$ cat src/hdl/psem_pkg.sv
// Shared constants and types for the priority counting semaphore.
`timescale 1ns / 1ps
`default_nettype none

package psem_pkg;

   localparam int MAX_WAITERS   = 16;
   localparam int PRIORITY_BITS = 8;
   localparam int TASK_ID_BITS  = 5;
   localparam int OCC_BITS      = $clog2(MAX_WAITERS + 1);
   localparam int COUNT_BITS    = 16;
   localparam int INIT_BITS     = 15;

   localparam logic REQ_WAIT = 1'b0;
   localparam logic REQ_POST = 1'b1;

   localparam logic [COUNT_BITS-1:0] COUNT_MAX = {1'b0, {(COUNT_BITS-1){1'b1}}};
   localparam logic [COUNT_BITS-1:0] COUNT_MIN = {1'b1, {(COUNT_BITS-1){1'b0}}};

   typedef struct packed {
      logic                     req_type;
      logic [TASK_ID_BITS-1:0]  task_id;
      logic [PRIORITY_BITS-1:0] task_priority;
      logic                     has_current;
      logic [PRIORITY_BITS-1:0] current_priority;
   } psem_req_type;

   typedef struct packed {
      logic                         acquired;
      logic                         blocked;
      logic                         queue_overflow;
      logic                         count_saturated;
      logic                         wake_valid;
      logic [TASK_ID_BITS-1:0]      woken_task;
      logic                         preempt;
      logic signed [COUNT_BITS-1:0] count_now;
   } psem_rsp_type;

   typedef struct packed {
      logic capture;   // load the request register
      logic execute;   // apply the request, load the result register
   } psem_cmd_type;

endpackage

`default_nettype wire

$ cat src/hdl/psem_ctrl.sv
// Controller: request/result handshake sequencing for the semaphore.
`timescale 1ns / 1ps
`default_nettype none

module psem_ctrl
   import psem_pkg::*;
(
   input  wire logic   clock,
   input  wire logic   reset,
   input  wire logic   req_valid,
   output logic        req_stall,
   output logic        rsp_valid,
   input  wire logic   rsp_stall,
   output psem_cmd_type cmd
);

   localparam logic ST_IDLE = 1'b0;
   localparam logic ST_EXEC = 1'b1;

   logic state_ff, state_in;
   logic rsp_valid_ff, rsp_valid_in;
   logic out_free;

   always_comb begin
      req_stall   = (state_ff != ST_IDLE);
      out_free    = !rsp_valid_ff || !rsp_stall;
      cmd.capture = req_valid && !req_stall;
      cmd.execute = (state_ff == ST_EXEC) && out_free;

      state_in = state_ff;
      unique case (state_ff)
         ST_IDLE: begin
            if (cmd.capture) state_in = ST_EXEC;
         end
         ST_EXEC: begin
            if (cmd.execute) state_in = ST_IDLE;
         end
         default: state_in = ST_IDLE;
      endcase

      // hold a stalled result, load a fresh one on execute
      rsp_valid_in = cmd.execute || (rsp_valid_ff && rsp_stall);
   end

   always_ff @(posedge clock) begin
      if (reset) begin
         state_ff     <= ST_IDLE;
         rsp_valid_ff <= 1'b0;
      end else begin
         state_ff     <= state_in;
         rsp_valid_ff <= rsp_valid_in;
      end
   end

   assign rsp_valid = rsp_valid_ff;

endmodule

`default_nettype wire

$ cat src/hdl/psem_dp.sv
// Datapath: count register, sorted shift-register wait queue, result register.
`timescale 1ns / 1ps
`default_nettype none

module psem_dp
   import psem_pkg::*;
(
   input  wire logic                 clock,
   input  wire logic                 reset,
   input  wire psem_cmd_type         cmd,
   input  wire psem_req_type         req_payload,
   input  wire logic                 csr_wr_en,
   input  wire logic [INIT_BITS-1:0] csr_wr_data,
   output psem_rsp_type              rsp_payload
);

   psem_req_type req_ff;
   psem_rsp_type rsp_ff, rsp_in;

   logic [COUNT_BITS-1:0]    count_ff, count_in;
   logic [OCC_BITS-1:0]      occ_ff, occ_in;
   logic [TASK_ID_BITS-1:0]  ids_ff   [MAX_WAITERS];
   logic [TASK_ID_BITS-1:0]  ids_in   [MAX_WAITERS];
   logic [PRIORITY_BITS-1:0] prios_ff [MAX_WAITERS];
   logic [PRIORITY_BITS-1:0] prios_in [MAX_WAITERS];

   // stay_mask[i+1]: entry i holds a live waiter that goes ahead of the new one
   logic [MAX_WAITERS:0]  stay_mask;
   logic [COUNT_BITS-1:0] count_dec, count_inc;

   always_comb begin
      int src;
      src       = 0;
      count_dec = count_ff - COUNT_BITS'(1);
      count_inc = count_ff + COUNT_BITS'(1);
      count_in  = count_ff;
      occ_in    = occ_ff;
      ids_in    = ids_ff;
      prios_in  = prios_ff;
      rsp_in    = '0;

      stay_mask[0] = 1'b1;
      for (int i = 0; i < MAX_WAITERS; i++) begin
         stay_mask[i+1] = (OCC_BITS'(i) < occ_ff) &&
                          (prios_ff[i] <= req_ff.task_priority);
      end

      if (req_ff.req_type == REQ_WAIT) begin
         if (!count_ff[COUNT_BITS-1] && (count_ff != '0)) begin
            count_in        = count_dec;
            rsp_in.acquired = 1'b1;
         end else if ((occ_ff == OCC_BITS'(MAX_WAITERS)) || (count_ff == COUNT_MIN)) begin
            rsp_in.queue_overflow = 1'b1;
         end else begin
            count_in       = count_dec;
            occ_in         = occ_ff + OCC_BITS'(1);
            rsp_in.blocked = 1'b1;
            // keep entries ahead, drop the new one in, shift the rest back
            for (int i = 0; i < MAX_WAITERS; i++) begin
               src = (i == 0) ? 0 : i - 1;
               if (!stay_mask[i+1]) begin
                  if (stay_mask[i]) begin
                     ids_in[i]   = req_ff.task_id;
                     prios_in[i] = req_ff.task_priority;
                  end else begin
                     ids_in[i]   = ids_ff[src];
                     prios_in[i] = prios_ff[src];
                  end
               end
            end
         end
      end else begin
         if (count_ff == COUNT_MAX) begin
            rsp_in.count_saturated = 1'b1;
         end else begin
            count_in = count_inc;
            if (count_ff[COUNT_BITS-1] && (occ_ff != '0)) begin
               rsp_in.wake_valid = 1'b1;
               rsp_in.woken_task = ids_ff[0];
               rsp_in.preempt    = req_ff.has_current &&
                                   (prios_ff[0] < req_ff.current_priority);
               occ_in            = occ_ff - OCC_BITS'(1);
               // advance every waiter one place toward the head
               for (int i = 0; i < MAX_WAITERS - 1; i++) begin
                  ids_in[i]   = ids_ff[i+1];
                  prios_in[i] = prios_ff[i+1];
               end
            end
         end
      end

      rsp_in.count_now = count_in;
   end

   always_ff @(posedge clock) begin
      if (reset) begin
         count_ff <= '0;
         occ_ff   <= '0;
      end else if (csr_wr_en) begin
         count_ff <= {1'b0, csr_wr_data};
         occ_ff   <= '0;
      end else if (cmd.execute) begin
         count_ff <= count_in;
         occ_ff   <= occ_in;
      end
   end

   always_ff @(posedge clock) begin
      if (cmd.capture) begin
         req_ff <= req_payload;
      end
      if (cmd.execute) begin
         ids_ff   <= ids_in;
         prios_ff <= prios_in;
         rsp_ff   <= rsp_in;
      end
   end

   assign rsp_payload = rsp_ff;

endmodule

`default_nettype wire

$ cat src/hdl/priority_counting_semaphore_unit.sv
// Top level of the priority counting semaphore with a sorted wait queue.
// An item accepted into the request register is applied in EXEC once the result
// register is free; no new item is accepted until then, as the request register
//   holds one item and the apply step runs through the shift-register queue.
// A result waiting on rsp_stall does not block the next item from entering.
// Reset (synchronous, active high): count 0, queue empty, no result pending.
`timescale 1ns / 1ps
`default_nettype none

module priority_counting_semaphore_unit
   import psem_pkg::*;
(
   input  wire logic                 clock,
   input  wire logic                 reset,
   // request channel
   input  wire logic                 req_valid,
   output logic                      req_stall,
   input  wire psem_req_type         req_payload,
   // result channel
   output logic                      rsp_valid,
   input  wire logic                 rsp_stall,
   output psem_rsp_type              rsp_payload,
   // initial count register; a write reloads the count and empties the queue
   input  wire logic                 csr_wr_en,
   input  wire logic [INIT_BITS-1:0] csr_wr_data
);

   psem_cmd_type cmd;

   // Controller: two states. IDLE takes an item into the request register;
   // EXEC applies it as soon as the result register is free (empty, or its
   // item is being taken this cycle), then returns to IDLE.
   psem_ctrl u_ctrl (
      .clock     (clock),
      .reset     (reset),
      .req_valid (req_valid),
      .req_stall (req_stall),
      .rsp_valid (rsp_valid),
      .rsp_stall (rsp_stall),
      .cmd       (cmd)
   );

   // Datapath: the count, the wait queue kept sorted by priority (head at
   // entry 0, equal priorities in arrival order) and the result register.
   // Insert compares every live entry against the new priority in parallel
   // and shifts the tail back by one; a wake shifts the whole queue forward.
   psem_dp u_dp (
      .clock       (clock),
      .reset       (reset),
      .cmd         (cmd),
      .req_payload (req_payload),
      .csr_wr_en   (csr_wr_en),
      .csr_wr_data (csr_wr_data),
      .rsp_payload (rsp_payload)
   );

endmodule

`default_nettype wire

$ cat config.mk
export PLATFORM = sky130hd
export DESIGN_NAME = priority_counting_semaphore_unit
export DESIGN_NICKNAME = d
export VERILOG_FILES = /design/src/hdl/psem_pkg.sv /design/src/hdl/psem_ctrl.sv /design/src/hdl/psem_dp.sv /design/src/hdl/priority_counting_semaphore_unit.sv
export SDC_FILE = /design/constraint.sdc
export NUM_CORES = 1
export LEC_CHECK = 0
export BUFFER_PORTS_ARGS = -buffer_cell sky130_fd_sc_hd__buf_2
export CORE_MARGIN = 4
export CORE_UTILIZATION = 35
export DETAILED_ROUTE_END_ITERATION = 12
export GPL_TIMING_DRIVEN = 0
export PLACE_DENSITY = 0.54
export SETUP_SLACK_MARGIN = 0.5
export SLEW_MARGIN = 20
export SYNTH_ARGS = -nofsm -noshare
export SYNTH_HDL_FRONTEND = slang
export SYNTH_SLANG_ARGS = --single-unit
$ cat constraint.sdc
create_clock -name clock -period 5.8 [get_ports clock]
set_input_delay 0.29 -clock clock [delete_from_list [all_inputs] [get_ports clock]]
set_output_delay 0.29 -clock clock [all_outputs]
set_load 0.05 [all_outputs]
== After elaboration in Yosys (flattened, before gate mapping) ==
Cells that the tools add are included.
W data, S select, Z words.

* Register bits after elaboration: 281
* Logic and storage cells: 259
* Input port bits: 43

* Order comparisons: 33
* Mux-type cells: 91
* Bitwise logic cells: 6
* Equality and inequality tests: 22
* Add/subtract/negate cells: 4
* Reduce and logical (&&, ||, !) cells: 53

{| class="wikitable"
|+ Operators with widths
! operator !! number
|-
| $mux W120 || 3
|-
| $mux W128 || 2
|-
| $mux W8 || 31
|-
| $mux W75 || 3
|-
| $mux W5 || 36
|-
| $mux W80 || 2
|-
| $le A8 B8 Y1 || 16
|-
| $reduce_and A6 Y1 || 15
|-
| $mux W16 || 4
|-
| $lt A4 B5 Y1 const A || 8
|-
| $ne A2 B1 Y1 const B || 17
|-
| $mux W15 || 2
|-
| $logic_and A1 B1 Y1 || 22
|-
| $lt A3 B5 Y1 const A || 4
|-
| $add A16 B1 Y16 const B || 1
|-
| $eq A16 B15 Y1 const B || 1
|-
| $eq A16 B16 Y1 const B || 1
|-
| $reduce_bool A16 Y1 || 1
|-
| $sub A16 B1 Y16 const B || 1
|-
| $lt A1 B5 Y1 const A || 2
|-
| $lt A2 B5 Y1 const A || 2
|-
| $reduce_and A5 Y1 || 2
|-
| $lt A8 B8 Y1 || 1
|-
| $mux W7 || 1
|-
| other kinds (13) || 31
|}

== Logic depth before layout (Yosys ltp) ==
Gate-level depths: netlist of run 1.

* Word-level depth: 7
* Depth in mapped cells: 11
* Depth with buffers taken out: 9

== By module ==
A second synthesis of run 1 with hierarchy kept.

* Cells, all modules: 1,642
* Area, all modules: 17,214.0 µm²

{| class="wikitable"
|+ Modules (own cells, without submodules)
! module !! area each (µm²) !! instances !! cells each
|-
| psem_dp || 17,121.4 || 1 || 1,633
|-
| psem_ctrl || 92.6 || 1 || 9
|}

== Least setup slack after synthesis of run 1 ==
OpenSTA, ideal clock, no wires.

* Path type: reg-to-reg
* From: register u_dp.req_ff[12] (netlist name)
* To: register u_dp.ids_ff[60] (netlist name), enable pin
* Path slack: 2,316 ps
* Clock period less this slack: 3,484 ps
* Setup time: 382 ps
* Arrival time: 3,102 ps
* Cell stages (with the launch flop): 12
* Required time: 5,418 ps
* Cells stage by stage: edfxtp_1 -> clkbuf_1 -> inv_1 -> ha_1 -> nand3_1 -> o221a_2 -> o211ai_1 -> a21o_1 -> clkbuf_1 -> buf_2 -> nor2_1 -> nor2_1

* Longest elaborated chain between the ends: 4

{| class="wikitable"
|+ RTL lines
! element !! RTL line !! source
|-
| from (decl) || psem_dp.sv:17 || <nowiki>psem_req_type req_ff;</nowiki>
|-
| from (signal assigned) || psem_dp.sv:110 || <nowiki>req_ff <= req_payload;</nowiki>
|-
| $le A8 B8 Y1 || psem_dp.sv:45 || <nowiki>(prios_ff[i] <= req_ff.task_priority);</nowiki>
|-
| $logic_and A1 B1 Y1 || psem_dp.sv:44 || <nowiki>stay_mask[i+1] = (OCC_BITS'(i) < occ_ff) &&</nowiki>
|-
| $ne A2 B1 Y1 (no line) || - ||
|-
| $reduce_and A6 Y1 (no line) || - ||
|-
| to (signal assigned) || psem_dp.sv:113 || <nowiki>ids_ff <= ids_in;</nowiki>
|-
| to (decl) || psem_dp.sv:22 || <nowiki>logic [TASK_ID_BITS-1:0] ids_ff [MAX_WAITERS];</nowiki>
|}

No other way between the ends.
A chain may end at the register's enable or synchronous reset.

== Worst setup path in the final report of run 1 ==
* From: register u_dp.req_ff[16] (netlist name)
* To: register u_dp.prios_ff[87] (netlist name), enable pin

* Longest elaborated chain between the ends: 4

{| class="wikitable"
|+ RTL lines
! element !! RTL line !! source
|-
| $le A8 B8 Y1 || psem_dp.sv:45 ||
|-
| $logic_and A1 B1 Y1 || psem_dp.sv:44 ||
|-
| $ne A2 B1 Y1 (no line) || - ||
|-
| $reduce_and A6 Y1 (no line) || - ||
|-
| to (signal assigned) || psem_dp.sv:114 || <nowiki>prios_ff <= prios_in;</nowiki>
|-
| to (decl) || psem_dp.sv:24 || <nowiki>logic [PRIORITY_BITS-1:0] prios_ff [MAX_WAITERS];</nowiki>
|}

No other way between the ends.

==> out/qor.yml, run 1 <==
run_status:
  status: "completed"
power_and_ir_drop:
  p_per_area_nw_per_um2: 241
  leakagePower_uw: 0.00763
  p_seq_share_pct: 47.5
  p_clk_share_pct: 41.8
  swShare_pct: 26.4
  p_int_uw: 3530
  vdd_ir_drop_max_mv: 0.176
  power_switching_uw: 1270
  power_frac_comb_pct: 10.7
drt:
  via_per_inst: 5.47
  drc: 0
  drt_iter0_markers: 1159
  ant_nets: 0
  avgRoutedWirePerCell_um: 21.3
  drt_pre_antenna_iters: 5
  routed_wl_um: 52400
  vias: 13500
cts:
  cts_tree: "yes"
  clk_latency_ns: 0.54
  htreeDepth: 2
  cts_num_sinks: 281
  cts_buffers: 35
  post_cts_buffers: 0
  cts_buffer_depth: 3
  path_clk_slew_ns: 0.06
  clock-root-buffer: "clkbuf_16"
die:
  rows: 81
  design.core.area_um2: 48800
  dieArea_um2: 53000
  die_x_um: 230
  die_y_um: 230
  ios: 72
  start_util_pct: 35.4
setup_path:
  cpLargestDelayFamily: "buffers and inverters"
  r2r_setup_slack_ns: 0.81
  startpoint_type: "flop"
  worstSetupEndpointType: "flop"
  cp_slowest_cell: "inv_1"
  critPathRequiredTime_ns: 5.97
  reg2reg_from: "u_dp.req_ff[16]"
  crit_cells: 9
  cp_data_arrival_time_ns: 5.16
  max_stage_delay_ns: 0.74
  worstPathCellList: "clkbuf_1 > inv_1 > ha_1 > and4_1 > and3_1 > o2bb2ai_1 > buf_2 > nor2_1 > nor2_2"
  crit_start: "u_dp.req_ff[16]"
  cp-endpoint: "u_dp.prios_ff[87]"
  reg2reg_depth: 9
  path_max_fanout: 17
  path_buf_inv: 3
  criticalPathCategory: "flop to flop"
  r2r_end: "u_dp.prios_ff[87]"
global_route:
  met2_usage_pct: 31.4
  track_usage_pct: 19.4
  grt-ovfl-total: 0
  grt_pass1_vias: 13500
  grt_antenna_before_repair: 0
  met1_usage_pct: 27.0
  grt_max_degree: 28
  grt_use_met3_pct: 2.79
  grt-busiest-layer: "met2"
  grt_pass1_wl_um: 80300
sta:
  max_freq_ghz: 0.200
  drv_slew: 0
  finalClockSkew_ns: 0.0121
  setup_tns_ns: 0
  tightest_slew_ns: 1.06
  slew_headroom_pct: 29.1
  setup_viol: 0
  fin_crit_sh_pct: 86.1
  whs_ns: 0.0237
  hold_viol_final: 0
  min_period_ns: 4.99
  rsz0062_at_grt: "false"
layout:
  final_cell_mix: "edfxtp_1 (258), nand2_1 (216), o21ai_0 (203)"
  diodes: 0
  num-fill-cells: 4848
  syn2layout_area_growth_pct: 15.5
  final_common_cell: "edfxtp_1"
  drive_gt1_share_pct: 12.5
  finalNetCount: 1957
synth:
  syn_inst: 1628
  synth_top_area_share_pct: 44.9
  syn_area_per_cell_um2: 10.6
  synth_ff_type: "edfxtp_1"
  synth_top_area_cell: "edfxtp_1"
  yosys_register_bits: 281
  synth.net_count: 1812
  ys_types: 77
  synth_edf_count: 258
  async_flop_share_pct: 0
  yosys_warnings: 0
  seq_area_frac_synth_pct: 47.5
  synth_area_um2: 17300
  synth_top_cells_by_area: "edfxtp_1 (45%), mux2i_1 (11%), ha_1 (10%)"
placed_design:
  dp_hpwl_um: 38700
  gp_routability_congestion: 0.868
  port_buffers: 71
run:
  max-cap-violations: 0
min_path:
  hold_path_class: "primary input to flop"
what timing repair did:
| action | 4_1_cts | 5_1_grt |
|---|---|---|
| endpoints found under the setup margin | 0 | 0 |
| resized for setup | 0 | 0 |
| endpoints found under the hold margin | 26 | 0 |
| hold buffers | 26 | 0 |
metrics by stage:
stage	power [µW]	instances	setup WS [ns]	instance area [µm²]	util, %
detailed placement	2820	2374	0.576	18700	38.2
finish	4800	2463	0.809	20000	40.9
CTS	4850	2463	0.552	20000	40.8
global route	5000	2463	0.576	20000	40.9
floorplan	2640	1628	2.32	17300	-
global placement	2800	2363	0.398	18500	37.8
worst min-delay path, stage by stage:
cell and delay, ns:
buf_2 0.10, nor2_1 0.08, a211oi_1 0.05
flip-flops by register name, indices dropped and copies added (netlist names):
register	cells
u_ctrl.req_stall	1
u_ctrl.rsp_valid	1
u_dp.count_ff	16
u_dp.ids_ff	80
u_dp.occ_ff	5
u_dp.prios_ff	128
u_dp.req_ff	23
u_dp.rsp_payload	27
per-layer routing:
layer | vias up | wire (µm)
li1 | 6363 | -
met1 | 6590 | 24000
met2 | 431 | 23900
met3 | 88 | 3030
met4 | 0 | 1450
met5 | - | 0
cells by family (layout without fill, tap and decap cells):
kind of cell / after synthesis / count (layout) / share of synthesized area [%]
AOI/OAI and AO/OA: 408 / 408 / 14.5
adders and majority gates: 144 / 144 / 10.4
muxes: 198 / 198 / 11.6
and+or+nand+nor: 397 / 397 / 10.7
DFF: 281 / 281 / 47.5
buffers and inverters: 176 / 347 / 4.11
xor gates and xnor gates: 24 / 24 / 1.22
power groups by stage:
stage          clock network, µW  logic (µW)  registers [µW]
6_report                    2010         514            2280
5_1_grt                     2150         565            2280
4_1_cts                     2060         514            2280
3_5_place_dp                   0         499            2320
3_3_place_gp                   0         474            2330
2_1_floorplan                  0         284            2360
how the worst min path moves through the flow:
stage | startpoint | end | slack [ns] | cells after the start
after floorplan | req_payload[0] | u_dp.req_ff[0] | 0.39 | 0
final | csr_wr_data[2] | u_dp.count_ff[2] | 0.02 | 3
after global routing | csr_wr_data[5] | u_dp.count_ff[5] | 0.02 | 3
after detailed placement | req_payload[0] | u_dp.req_ff[0] | 0.47 | 1
after CTS | csr_wr_data[2] | u_dp.count_ff[2] | 0.01 | 3
after global placement | req_payload[4] | u_dp.req_ff[4] | 0.47 | 1
synth_stat cells, drive strengths merged, types with 3 or more instances:
library cell / count
edfxtp: 258
nand2: 216
o21ai: 207
mux2i: 183
ha: 141
clkbuf: 72
inv: 68
a21oi: 67
nor2: 50
buf: 36
nand3: 34
nand4: 24
dfxtp: 23
a21o: 19
o22ai: 19
xnor2: 19
mux2: 15
nor3: 14
a211oi: 12
and3: 11
o211ai: 11
nor2b: 9
o21a: 9
or3: 8
and2: 7
o221a: 7
a22oi: 6
a31oi: 6
nand2b: 6
a22o: 5
a41oi: 5
xor2: 5
and4: 4
nor4: 4
o32ai: 4
a311oi: 3
maj3: 3
nor4b: 3
o31ai: 3
final cells by class:
cell class | count | area (µm²) | area share [%]
clock inverter | 20 | 110 | 0.552
multi-input combinational | 1171 | 8420 | 42.2
tap | 664 | 831 | 4.16
clock buffer | 43 | 906 | 4.54
buffer | 108 | 457 | 2.29
sequential | 281 | 8210 | 41.1
timing repair buffer | 108 | 768 | 3.85
inverter | 68 | 255 | 1.28
No activity file was read; power rests on OpenSTA's default activity.
==> run 2, diff against run 1 <==
- CORE_UTILIZATION: 35 -> 40
- PLACE_DENSITY: 0.54 -> 0.6
==> run 2 against run 1 <==
Sequential power about the same. Via count up 0.40%. Setup slack worse by 0.015 ns. First-iteration DRC count up 12%. Flip-flop and latch count unchanged. Clock skew up 0.013 ns. Critical endpoint is now u_dp.prios_ff[86]. Largest cell class unchanged.
==> out/qor.yml, run 2 (synthesis results as in run 1) <==
cts:
  cts_buffers: 35  # unchanged
  htreeDepth: 2  # unchanged
  cts_buffer_depth: 3  # unchanged
  post_cts_buffers: 0  # unchanged
  path_clk_slew_ns: 0.06  # about the same
  cts_num_sinks: 281  # unchanged
  post_cts_resized: 0  # unchanged
  clock-root-buffer: "clkbuf_16"  # unchanged
  hold_buffers: 26  # unchanged
  clk_latency_ns: 0.54  # about the same
  cts_tree: "yes"  # unchanged
global_route:
  grt_max_degree: 27  # was 28
  grt_antenna_before_repair: 0  # unchanged
  grt-ovfl-total: 0  # unchanged
  track_usage_pct: 21.4  # was 19.4%
  grt_pass1_vias: 13400  # was 13,500
  grt_pass1_wl_um: 78700  # was 80,300 µm
power_and_ir_drop:
  p_total_uw: 4930  # was 4800 µW
  leakagePower_uw: 0.00766  # was 0.00763 µW
  vdd_ir_drop_max_mv: 0.187  # was 0.176 mV
  p_per_area_nw_per_um2: 247  # was 241 nW/µm²
die:
  start_util_pct: 40.8  # was 35.4%
  dieArea_um2: 46600  # was 53,000 µm²
  design.core.area_um2: 42300  # was 48,800 µm²
  rows: 75  # was 81
  die_x_um: 216  # was 230 µm
  ios: 72  # unchanged
  die_y_um: 216  # was 230 µm
sta:
  slew_headroom_pct: 27.7  # was 29.1%
  min_period_ns: 5.01  # was 4.99 ns
  setup_tns_ns: 0  # unchanged
  fin_crit_sh_pct: 86.3  # was 86.1%
  fin_ws_ns: 0.793  # was 0.809 ns
  max_freq_ghz: 0.200  # about the same
  setup_viol: 0  # unchanged
  finalClockSkew_ns: 0.0249  # was 0.0121 ns
  rsz0062_at_grt: "false"  # unchanged
  tightest_slew_ns: 1.08  # was 1.06 ns
  hold_viol_final: 0  # unchanged
  drv_slew: 0  # unchanged
placed_design:
  dpl_cell_area_um2: 18600  # was 18,700 µm²
  dp.cells: 2287  # was 2,374
  port_buffers: 71  # unchanged
  gp_routability_congestion: 0.892  # was 0.868
  dp_hpwl_um: 37500  # was 38,700 µm
  dp_slack_ns: 0.572  # was 0.576 ns
drt:
  vias: 13500  # about the same
  routed_wl_um: 51200  # was 52,400 µm
  drt_iter0_markers: 1293  # was 1,159
  drt_pre_antenna_iters: 8  # was 5
  drc: 0  # unchanged
  ant_nets: 0  # unchanged
  via_per_inst: 5.70  # was 5.47
  avgRoutedWirePerCell_um: 21.6  # was 21.3 µm
layout:
  syn2layout_area_growth_pct: 15.3  # was 15.5%
  final_common_cell: "edfxtp_1"  # unchanged
  largest_register_ffs: 128  # unchanged
  diodes: 0  # unchanged
  instances_no_fill: 2371  # was 2,463
  largest-register: "u_dp.prios_ff"  # unchanged
  fin_area_um2: 19900  # was 20,000 µm²
  drive_gt1_share_pct: 12.4  # was 12.5%
  final_cell_mix: "edfxtp_1 (258), nand2_1 (216), o21ai_0 (203)"  # unchanged
  num-fill-cells: 3888  # was 4,848
  finalNetCount: 1957  # unchanged
setup_path:
  startpoint_type: "flop"  # unchanged
  critPathRequiredTime_ns: 5.96  # was 5.97 ns
  worstSetupEndpointType: "flop"  # unchanged
  max_stage_delay_ns: 0.75  # was 0.74 ns
  criticalPathCategory: "flop to flop"  # unchanged
  path_max_fanout: 17  # unchanged
  cp_slowest_cell: "inv_1"  # unchanged
  worstPathCellList: "clkbuf_1 > inv_1 > ha_1 > nand2_1 > o21ai_0 > a21oi_1 > o2bb2ai_1 > buf_2 > nor2_1 > nor2_2"  # was clkbuf_1 > inv_1 > ha_1 > and4_1 > and3_1 > o2bb2ai_1 > buf_2 > nor2_1 > nor2_2
  cp_data_arrival_time_ns: 5.17  # was 5.16 ns
run_status:
  status: "completed"  # unchanged
run:
  max-cap-violations: 0  # unchanged
min_path:
  hold_path_class: "primary input to flop"  # unchanged
run 2: worst max-delay path, delay by kind of cell (launching register included):
| family | cells | cell delay [ns] |
|---|---|---|
| fa+ha+maj | 1 | 0.58 |
| compound gates | 3 | 0.89 |
| flops | 1 | 0.63 |
| simple gates | 3 | 0.69 |
| buf+inv | 3 | 1.82 |
run 2: path summary, 6_finish.rpt:
kind                            depth (start not counted)             start                 to  slack [ns]
worst min register to register                          2  u_ctrl.rsp_valid   u_ctrl.rsp_valid        0.55
worst min-delay path                                    3    csr_wr_data[2]   u_dp.count_ff[2]        0.02
worst max-delay path                                   10   u_dp.req_ff[16]  u_dp.prios_ff[86]        0.79
worst max register to register                         10   u_dp.req_ff[16]  u_dp.prios_ff[86]        0.79
run 2: per-layer routing:
layer,track usage (%),wire (µm),up-vias
li1,-,-,6353
met1,30.2,23400,6596
met2,34.6,23300,493
met3,2.59,3060,84
met4,6.46,1410,0
met5,0,0,-
run 2: report_power, final:
group	leakage [µW]	internal (µW)	switching (µW)	total, µW
Combinational	0.00457	173	346	518
Sequential	0.00256	2250	31.5	2280
Clock	0.000528	1270	856	2130
run 2: area by class of cell:
type	count	area (µm²)	share of cell area, %
buffer	108	457	2.29
multi-input combinational	1171	8420	42.3
timing repair buffer	108	772	3.88
tap	577	722	3.62
clock buffer	51	998	5.01
sequential	281	8210	41.2
inverter	68	255	1.28
clock inverter	7	82.6	0.415
run 2: stage by stage:
step,utilization [%],hold slack (ns)
CTS,47.0,0.00110
detailed placement,43.9,0.468
finish,47.1,0.0231
floorplan,-,0.389
global route,47.1,0.0318
global placement,43.4,0.470
